`src/sv/assert_macros.svh`:
```
// Assertion helpers for the RTL files; only m3inv_queue includes them.
`ifndef ASSERT_MACROS_SVH
`define ASSERT_MACROS_SVH
`ifndef NO_ASSERTIONS
`define ASSERT_IMPLY(label, clk, rst, ante, cons) \
  label: assert property (@(posedge clk) disable iff (rst) (ante) |-> (cons)) \
    else $error("assertion failed");
`define ASSERT_NEXT(label, clk, rst, ante, cons) \
  label: assert property (@(posedge clk) disable iff (rst) (ante) |=> (cons)) \
    else $error("assertion failed");
`else
`define ASSERT_IMPLY(label, clk, rst, ante, cons)
`define ASSERT_NEXT(label, clk, rst, ante, cons)
`endif
`endif

```
`src/sv/m3inv_pkg.sv`:
```
`default_nettype none
package m3inv_pkg;

  localparam int COF_W  = 33;  // transposed cofactor, signed Q17.16
  localparam int DET_W  = 49;  // determinant, signed Q25.24
  localparam int DEN_W  = 48;  // determinant magnitude
  localparam int NUM_W  = 56;  // scaled cofactor magnitude
  localparam int QUO_W  = 33;  // quotient bits worked out by the divider
  localparam int THR_W  = 32;

  localparam logic [31:0] Q16_ONE = 32'h0001_0000;
  localparam logic [31:0] POS_MAX = 32'h7FFF_FFFF;
  localparam logic [31:0] NEG_MAX = 32'h8000_0000;

  typedef struct packed {
    logic signed [15:0] e00;
    logic signed [15:0] e01;
    logic signed [15:0] e02;
    logic signed [15:0] e10;
    logic signed [15:0] e11;
    logic signed [15:0] e12;
    logic signed [15:0] e20;
    logic signed [15:0] e21;
    logic signed [15:0] e22;
  } item_t;

  typedef struct packed {
    logic signed [31:0] inv00;
    logic signed [31:0] inv01;
    logic signed [31:0] inv02;
    logic signed [31:0] inv10;
    logic signed [31:0] inv11;
    logic signed [31:0] inv12;
    logic signed [31:0] inv20;
    logic signed [31:0] inv21;
    logic signed [31:0] inv22;
    logic               singular;
    logic signed [63:0] determinant;
  } result_t;

  // classified matrix handed from the front part to the divider
  typedef struct packed {
    logic [8:0][COF_W-1:0] cof;
    logic [DET_W-1:0]      det;
    logic                  singular;
  } work_t;

endpackage
`default_nettype wire

```
`src/sv/m3inv_queue.sv`:
```
`default_nettype none
`include "assert_macros.svh"
module m3inv_queue #(
  parameter int DEPTH = 2
) (
  input  wire logic              clk,
  input  wire logic              rst,
  input  wire logic              push,
  input  wire m3inv_pkg::work_t  push_data,
  output logic                   full,
  input  wire logic              pop,
  output logic                   head_valid,
  output m3inv_pkg::work_t       head
);

  localparam int PW = $clog2(DEPTH);
  localparam int CW = $clog2(DEPTH + 1);
  localparam logic [CW-1:0] DEPTH_C = CW'(DEPTH);
  localparam logic [PW-1:0] LAST    = PW'(DEPTH - 1);

  m3inv_pkg::work_t slot [DEPTH];
  logic [PW-1:0]    wr_ptr;
  logic [PW-1:0]    rd_ptr;
  logic [CW-1:0]    count;

  assign full       = (count == DEPTH_C);
  assign head_valid = (count != '0);
  assign head       = slot[rd_ptr];

  // pointers and fill count
  always_ff @(posedge clk) begin
    if (rst) begin
      wr_ptr <= '0;
      rd_ptr <= '0;
      count  <= '0;
    end else begin
      if (push) begin
        wr_ptr <= (wr_ptr == LAST) ? '0 : wr_ptr + 1'b1;
      end
      if (pop) begin
        rd_ptr <= (rd_ptr == LAST) ? '0 : rd_ptr + 1'b1;
      end
      if (push && !pop) begin
        count <= count + 1'b1;
      end else if (pop && !push) begin
        count <= count - 1'b1;
      end
    end
  end

  // store entries
  always_ff @(posedge clk) begin
    if (push) begin
      slot[wr_ptr] <= push_data;
    end
  end

  `ASSERT_IMPLY(a_no_overflow, clk, rst, push, count != DEPTH_C)
  `ASSERT_IMPLY(a_no_underflow, clk, rst, pop, count != '0)
  `ASSERT_NEXT(a_count_up, clk, rst, push && !pop, count == CW'($past(count) + 1'b1))

endmodule
`default_nettype wire

```
`config.mk`:
```
export PLATFORM = sky130hd
export DESIGN_NAME = m3inv_queue
export DESIGN_NICKNAME = d
export VERILOG_FILES = /design/src/sv/m3inv_pkg.sv /design/src/sv/m3inv_queue.sv
export VERILOG_INCLUDE_DIRS = /design/src /design/src/sv
export SDC_FILE = /design/constraint.sdc
export NUM_CORES = 1
export LEC_CHECK = 0
export BUFFER_PORTS_ARGS = -buffer_cell sky130_fd_sc_hd__buf_2
export CELL_PAD_IN_SITES_DETAIL_PLACEMENT = 1
export CELL_PAD_IN_SITES_GLOBAL_PLACEMENT = 1
export CORE_MARGIN = 10
export CORE_UTILIZATION = 40
export DETAILED_ROUTE_END_ITERATION = 8
export PLACE_DENSITY = 0.81
export SLEW_MARGIN = 30
export SYNTH_ARGS = -nofsm -noshare
export SYNTH_HDL_FRONTEND = slang
export SYNTH_SLANG_ARGS = --single-unit
```
`constraint.sdc`:
```
create_clock -name clk -period 25.6 [get_ports clk]
set_clock_uncertainty 0.15 [all_clocks]
set_input_delay 3.84 -clock clk [delete_from_list [all_inputs] [get_ports clk]]
set_output_delay 3.84 -clock clk [all_outputs]
set_load 0.01 [all_outputs]
```
* Word-level counts from Yosys, hierarchy flattened
Memories as Yosys holds them, arrays and structs flattened. A register that Yosys moved wholly into a read port is not among the register bits.
Cells that the tools add are included.
** Operators by class
- Eq/ne operators :: 1
- Muxes and demuxes :: 8
- $add $sub $neg :: 4
- Reduce and logical (&&, ||, !) cells :: 6
** Operators with widths (number)
- 1-bit 2-to-1 mux :: 6
- 2-bit 2-to-1 mux :: 2
- 2-bit nonzero test :: 2
- 1-bit adder, second input constant :: 2
- 2-bit by 1-bit adder with 2-bit output, second input constant :: 1
- 2-bit == test, second input constant :: 1
- 1-bit logical AND :: 2
- 1-bit logical NOT :: 2
- 2-bit by 1-bit subtractor with 2-bit output, second input constant :: 1
** Storage, ports and cells
- Bits in registers :: 4
- Output and inout port bits :: 349
- Bits in writable memories :: 694
- Memories :: 1
- Bits of input ports :: 351
** Memories
- slot :: words 2, width 347, read ports 1, clocked after Yosys merged registers in 1, write ports 1, RTL line m3inv_queue.sv:21 : m3inv_pkg::work_t slot [DEPTH];

* Logic depth before layout (Yosys ltp)
Gate-level depths: netlist of the first run.
- Depth after elaboration :: 4
- Gate-level depth with buffers :: 5

* Least setup slack after synthesis of the first run
Ideal clock, no wire load.
- Path type :: input to register
- Start point :: input port push
- End point :: memory slot[0][0] in the netlist's numbering (enable)
- Buffers on the path :: 0
- Slack :: 5.603 ns
- Arrival :: 18.743 ns
- Required time :: 24.345 ns
- Stages :: 1
- Path through :: nor2b_1
** On the way
- Cells in the longest elaborated chain, start to end :: 2
** RTL lines
- from (decl) :: RTL line m3inv_queue.sv:8 : input wire logic push,
- 1-bit 2-to-1 mux :: RTL line m3inv_queue.sv:53 : if (push) begin
- 1-bit 2-to-1 mux (implied by the code) :: RTL line m3inv_queue.sv:54 : slot[wr_ptr] <= push_data;
- to (decl) :: RTL line m3inv_queue.sv:21
No other way between the ends.

==> reports/results.ini, run 1 <==
[setup_path]
critPathMaxStageDelay_ns = 0.81
path_cells = buf_4, buf_6, buf_6, mux2_4, buf_2
reg2reg_from = wr_ptr
critPathMostFrequentCell = buf_6
path_buf_inv = 4
worst-path-max-fanout = 59
slowest_stage = buf_4
end_kind = output port
crit_required_ns = 21.61
arrival_ns = 4.06
start_kind = flop
crit_type = flop to output port
crit_family = buffers and inverters

[clock_network]
clk_latency_ns = 0.60
cts_resized = 0
cts-root-buf = clkbuf_16
tritoncts = yes
clock-sinks = 699
clkTransAtPathRegs_ns = 0.06
htree_levels = 3
numCtsBuffers = 77
holdBufCountCts = 0
post-cts-setup-buffers = 0
clockBufferDepth = 3

[place]
place_ws_ns = 17.91
portBuffers = 699
dp_hpwl_um = 52600
place.gp.congestion = 0.821

[die]
rows = 95
initial_core_util_pct = 40.2
core_area_sq_um = 66900
dieArea_sq_um = 78100
die_x_um = 279
top_level_ports = 700
die_h_um = 279

[power_and_ir_drop]
irDropWorstVdd_uv = 71.7
p_leak_nw = 13.2
power_density_nw_per_um2 = 82.2

[global_routing]
grt_pass1_wl_um = 102000
grt_pass1_vias = 15100
grt_max_degree = 80
grt-ovfl-total = 0
grtUsageTotal_pct = 17.8
antenna_found_initial = 45

[cells_and_area]
drive_gt1_share_pct = 61.3
syn_to_final_growth_pct = 24.4
fin_nets = 2210

[synth]
ys_ff_latch = 699
synthXorXnorAreaFrac_pct = 0.130
yosys_warnings = 0
postSynthAreaPerCell_sq_um = 24.4
synth-simple-area-share_pct = 0.172
synth_fa_ha_area_share_pct = 0.0465
synth_nets = 1454
synth_top_family_by_area = multiplexers
yosysUniqueCellTypes = 18
synth_compound_area_share_pct = 0.0372
muxShareOfSynthArea_pct = 19.1
seq_area_frac_synth_pct = 77.8
syn_inst = 1102
synth_area_sq_um = 26900

[sta]
fmax_ghz = 0.124
finalHoldViolations = 0
rsz0062_at_grt = false
post-route-period-util_pct = 31.5
maxSlewViolCount = 0
slew_headroom_pct = 35.2
setup_slack_ns = 17.55
setup_tns_ns = 0
tightest_slew_ns = 0.971
fin_crit_ns = 8.05
setup_viol = 0

[detailed_routing]
first_pass_iters = 4
first_iter_violations = 715
antenna_left = 0
drcViolationCount = 0
via_per_inst = 4.76
vias = 13400
wl_per_cell_um = 26.0
routed_wl_um = 73300

[worst_hold_path]
hold_class = flop to flop
worstHoldStart = count[1]

[job]
cap_viol_max_count = 0

[outcome]
status = completed

## worst reg2reg max path: stages, from the launching register on
cell,delay [ns]
dfxtp_1,0.42
and2_4,0.76
buf_4,0.47
buf_16,0.32
buf_4,0.82
## state kept, by name (all words and copies together), names as in the netlist, named ones only
signal and flops:
rd_ptr 1, slot 694, wr_ptr 1, count 2
## metrics by stage
step                utilization [%]  total power, mW  hold WS, ns  cells  cell area, sq um
global route                   50.0             2.85        0.409   2818             33500
finish                         50.0             2.75        0.382   2821             33500
global placement               46.2             1.70        0.326   2650             30900
floorplan                         -             1.62        0.306   1102             26900
detailed placement             46.2             1.72        0.373   2650             30900
CTS                            49.8             2.79        0.382   2783             33300
## kinds of logic (layout without fill, tap and decap cells)
logic type / after synthesis / count (layout)
AO/OA/AOI/OAI: 2 / 2
XOR/XNOR: 4 / 4
adder cells (fa/ha/maj): 1 / 1
buffers and inverters: 40 / 850
flip-flops: 699 / 699
multiplexers: 347 / 347
other: 0 / 36
AND/OR/NAND/NOR: 9 / 9
## cells in the final DEF, fill, tap and decap left out, drive strengths merged
cell / Yosys / final
mux2: 347 / 347
diode: 0 / 36
dfxtp: 5 / 5
ha: 1 / 1
clkinvlp: 0 / 2
and2: 1 / 1
inv: 1 / 6
edfxtp: 694 / 694
clkbuf: 0 / 87
xnor2: 2 / 2
or2: 1 / 1
bufinv: 0 / 6
clkinv: 0 / 33
nor2: 4 / 4
o21ai: 1 / 1
nor2b: 2 / 2
a21oi: 1 / 1
xor2: 2 / 2
buf: 39 / 716
or3: 1 / 1
## layout make-up
class	count	area, sq um
antenna	36	90.1
timing repair buffer	716	3700
sequential	699	20900
clock buffer	87	1960
tap	873	1090
multi-input combinational	363	5260
fill	6309	33400
inverter	1	3.75
clock inverter	46	428
## cells in the mapped netlist, drive strengths merged
cell / instances / area (sq um)
a21oi: 1 / 5.00
and2: 1 / 6.26
buf: 39 / 722
dfxtp: 5 / 100
edfxtp: 694 / 20800
ha: 1 / 12.5
inv: 1 / 3.75
mux2: 347 / 5150
nor2: 4 / 15.0
nor2b: 2 / 12.5
o21ai: 1 / 5.00
or2: 1 / 6.26
or3: 1 / 6.26
xnor2: 2 / 17.5
xor2: 2 / 17.5
## report_power, final
| part | internal, mW | switching, mW |
|---|---|---|
| Combinational | 0.159 | 0.174 |
| Sequential | 1.34 | 0.0223 |
| Clock | 0.614 | 0.444 |
| Total | 2.11 | 0.640 |
## worst paths after layout
kind,endpoint,slack [ns],cells after the start
hold / removal,count[1],0.38,2
setup reg to reg,slot[1][315],22.22,4
setup / recovery,head[195],17.55,5
hold reg to reg,count[1],0.38,2
## per-layer routing
layer  up-vias  share of wire (%)  global-route usage (%)
li1       5959                  -                       -
met1      6773                 34                    17.4
met2       526                 54                    32.2
met3       157                8.1                    6.66
met4        14                3.9                    9.36
met5         -               0.11                       0
No activity file was read; power rests on OpenSTA's default activity.
==> run 2, diff against run 1 <==
--- a/config.mk
+++ b/config.mk
@@ -6,6 +6,7 @@
 export SDC_FILE = /design/constraint.sdc
 export NUM_CORES = 1
 export LEC_CHECK = 0
+export ABC_AREA = 1
 export BUFFER_PORTS_ARGS = -buffer_cell sky130_fd_sc_hd__buf_2
 export CELL_PAD_IN_SITES_DETAIL_PLACEMENT = 1
 export CELL_PAD_IN_SITES_GLOBAL_PLACEMENT = 1
==> constraint.sdc (replaced) <==
create_clock -name clk -period 7.8 [get_ports clk]
set_clock_uncertainty 0.15 [all_clocks]
set_input_delay 1.17 -clock clk [delete_from_list [all_inputs] [get_ports clk]]
set_output_delay 1.17 -clock clk [all_outputs]
set_load 0.01 [all_outputs]
==> reports/results.ini, run 2 <==
[sta]
slew_headroom_pct = 30.1  ; was 35.2%
timing.hold.ws_ns = 0.371  ; was 0.382 ns
tightest_slew_ns = 1.05  ; was 0.971 ns
maxSlewViolCount = 0  ; unchanged
fmax_ghz = 0.225
setup_tns_ns = 0  ; unchanged
fin_crit_ns = 4.44
finalHoldViolations = 0  ; unchanged
setup_viol = 0  ; unchanged
post-route-period-util_pct = 56.9
rsz0062_at_grt = false  ; unchanged

[cells_and_area]
final_area_sq_um = 33600  ; was 33,500 sq um
syn_to_final_growth_pct = 24.6  ; was 24.4%
max_flop_register = slot  ; unchanged
drive_gt1_share_pct = 60.9  ; was 61.3%
fin_nets = 2215  ; was 2,210
reg_top3 = slot (694), count (2)  ; unchanged
final_util_pct = 50.1  ; was 50.0%
layout_commonest_cell = buf_2  ; unchanged
layout_common_cells = buf_2, edfxtp_1, mux2_4, clkbuf_16, clkinv_1  ; was buf_2, edfxtp_1, mux2_4, clkbuf_16
largest_reg_flops = 694  ; unchanged

[job]
cap_viol_max_count = 0  ; unchanged

[clock_network]
holdBufCountCts = 0  ; unchanged
clk_latency_ns = 0.61  ; was 0.60 ns
clkTransAtPathRegs_ns = 0.06  ; about the same
clock-sinks = 699  ; unchanged
post-cts-setup-buffers = 0  ; unchanged
numCtsBuffers = 76  ; was 77
cts_resized = 0  ; unchanged
clockBufferDepth = 3  ; unchanged
cts-root-buf = clkbuf_16  ; unchanged
tritoncts = yes  ; unchanged
htree_levels = 3  ; unchanged

[synth]
async_reset_ff_share_pct = 0  ; unchanged
synth_commonest_cells = edfxtp_1, mux2_4, buf_12, mux2_2, inv_1  ; was edfxtp_1, mux2_4, buf_12, mux2_2
yosysTopAreaCellShare_pct = 77.4  ; about the same
synth_nets = 1465  ; was 1,454
postSynthAreaPerCell_sq_um = 24.2  ; was 24.4 sq um
synth_edf_count = 694  ; unchanged
ys_ff_latch = 699  ; unchanged
yosysMostFrequentCell = edfxtp_1  ; unchanged
yosysUniqueCellTypes = 17  ; was 18
syn_inst = 1113  ; was 1,102
synth_area_sq_um = 26900  ; about the same
synth.largest_area_cell = edfxtp_1  ; unchanged
synth_flop_cell = edfxtp_1  ; unchanged
yosys_warnings = 0  ; unchanged
seq_area_frac_synth_pct = 77.7  ; was 77.8%
synthTopCellsByArea = edfxtp_1, mux2_4, buf_12  ; unchanged

[die]
initial_core_util_pct = 40.2  ; about the same
die_h_um = 279  ; about the same
rows = 95  ; unchanged
die_x_um = 279  ; about the same
core_area_sq_um = 66900  ; unchanged
top_level_ports = 700  ; unchanged
dieArea_sq_um = 78100  ; about the same

[global_routing]
grt-ovfl-total = 0  ; unchanged
grt_max_degree = 176  ; was 80
grt_pass1_wl_um = 103000  ; was 102,000 um
antenna_found_initial = 27  ; was 45
grt_pass1_vias = 15300  ; was 15,100
grtUsageTotal_pct = 17.9  ; was 17.8%

[setup_path]
rr_worst_depth = 4  ; unchanged
start_kind = flop  ; unchanged
r2r_slack_ns = 5.29  ; was 22.22 ns
crit_family = buffers and inverters  ; unchanged
end_kind = output port  ; unchanged
arrival_ns = 3.12  ; was 4.06 ns
worst-path-max-fanout = 77  ; was 59
crit_type = flop to output port  ; unchanged
reg2reg_from = wr_ptr  ; unchanged
r2r-end = slot[1][168]  ; was slot[1][315]
path_cells = buf_12, buf_16, mux2_4, buf_2  ; was buf_4, buf_6, buf_6, mux2_4, buf_2
crit_required_ns = 6.48  ; was 21.61 ns
slowest_stage = dfxtp_4  ; was buf_4
path_buf_inv = 3  ; was 4
critPathMaxStageDelay_ns = 0.94  ; was 0.81 ns

[detailed_routing]
vias = 13600  ; was 13,400
routed_wl_um = 73500  ; was 73,300 um
antenna_left = 0  ; unchanged
first_iter_violations = 824  ; was 715
via_per_inst = 4.82  ; was 4.76
wl_per_cell_um = 26.2  ; was 26.0 um
first_pass_iters = 5  ; was 4
drcViolationCount = 0  ; unchanged

[power_and_ir_drop]
combPwrFrac_pct = 11.5  ; was 12.1%
power_density_nw_per_um2 = 268  ; was 82.2 nW/um^2
seqPwrFrac_pct = 49.4  ; was 49.5%
clock_power_share_pct = 39.1  ; was 38.4%
switching_share_pct = 23.2  ; was 23.3%
switching_power_mw = 2.08  ; was 640 uW
p_int_mw = 6.90  ; was 2.11 mW
p_leak_nw = 13.2  ; about the same
irDropWorstVdd_uv = 261  ; was 71.7 uV

[outcome]
status = completed  ; unchanged

[worst_hold_path]
hold_depth = 2  ; unchanged
hold_class = flop to flop  ; unchanged
min_to = rd_ptr  ; was count[1]
worstHoldStart = rd_ptr  ; was count[1]

[place]
portBuffers = 699  ; unchanged
place.gp.congestion = 0.811  ; was 0.821
dp_hpwl_um = 51200  ; was 52,600 um
place_area_sq_um = 31000  ; was 30,900 sq um

## run 2: cell types whose count changed in the layout (fill, tap and decap cells not counted), sizes merged, moves of 3 or more
| cell | previous run | this run |
|---|---|---|
| diode | 36 | 18 |
| inv | 6 | 12 |
| nand2 | 0 | 6 |
| buf | 716 | 711 |
| clkinv | 33 | 38 |
| clkbuf | 87 | 84 |
## run 2: kinds of logic after synthesis
kind of cell	Yosys count	share of synthesized area [%]
AND/OR/NAND/NOR	15	0.228
flip-flops	699	77.7
XOR/XNOR	1	0.0325
buffers and inverters	48	2.81
adder cells (fa/ha/maj)	1	0.0464
AO/OA/AOI/OAI	2	0.0371
multiplexers	347	19.1
## run 2: metrics by stage
step / std cells / power, mW / setup WS (ns)
finish: 2811 / 8.98 / 3.36
global route: 2808 / 9.31 / 3.20
CTS: 2789 / 9.09 / 3.43
detailed placement: 2654 / 5.54 / 4.11
global placement: 2654 / 5.49 / 4.16
floorplan: 1113 / 5.17 / 0.795
## run 2: cell type report
class | instances | area (sq um)
multi-input combinational | 366 | 5250
sequential | 699 | 20900
clock inverter | 51 | 510
inverter | 9 | 37.5
fill | 6271 | 33400
timing repair buffer | 711 | 3740
tap | 873 | 1090
clock buffer | 84 | 1930
antenna | 18 | 45.0
## run 2: power by group through the flow
stage	clock network (mW)	registers (mW)	logic, mW
floorplan	0	4.50	0.666
global placement	0	4.49	0.998
detailed placement	0	4.51	1.03
CTS	3.61	4.44	1.04
global route	3.77	4.45	1.10
finish	3.51	4.43	1.03
## run 2: tightest hold or removal path: stages, from the launching register on
cell and delay, ns:
dfxtp_1 0.32, xnor2_1 0.09, nor2_1 0.08
## run 2: worst max-delay path by stage
stage / start / end / slack [ns] / depth (start not counted)
5_1_grt: flop / head[174] / 3.20 / 4
3_5_place_dp: flop / head[167] / 4.11 / 3
4_1_cts: flop / head[173] / 3.43 / 3
6_report: flop / head[173] / 3.36 / 4
3_3_place_gp: flop / head[179] / 4.16 / 3
2_1_floorplan: push / slot[1][0] / 0.79 / 2
## run 2: layer usage
metal | up-vias | routed length [um] | GRT usage (%)
li1 | 5959 | - | -
met2 | 566 | 40100 | 33.4
met3 | 138 | 6650 | 7.01
met5 | - | 91 | 0
met4 | 14 | 2360 | 7.75
met1 | 6874 | 24300 | 17.3
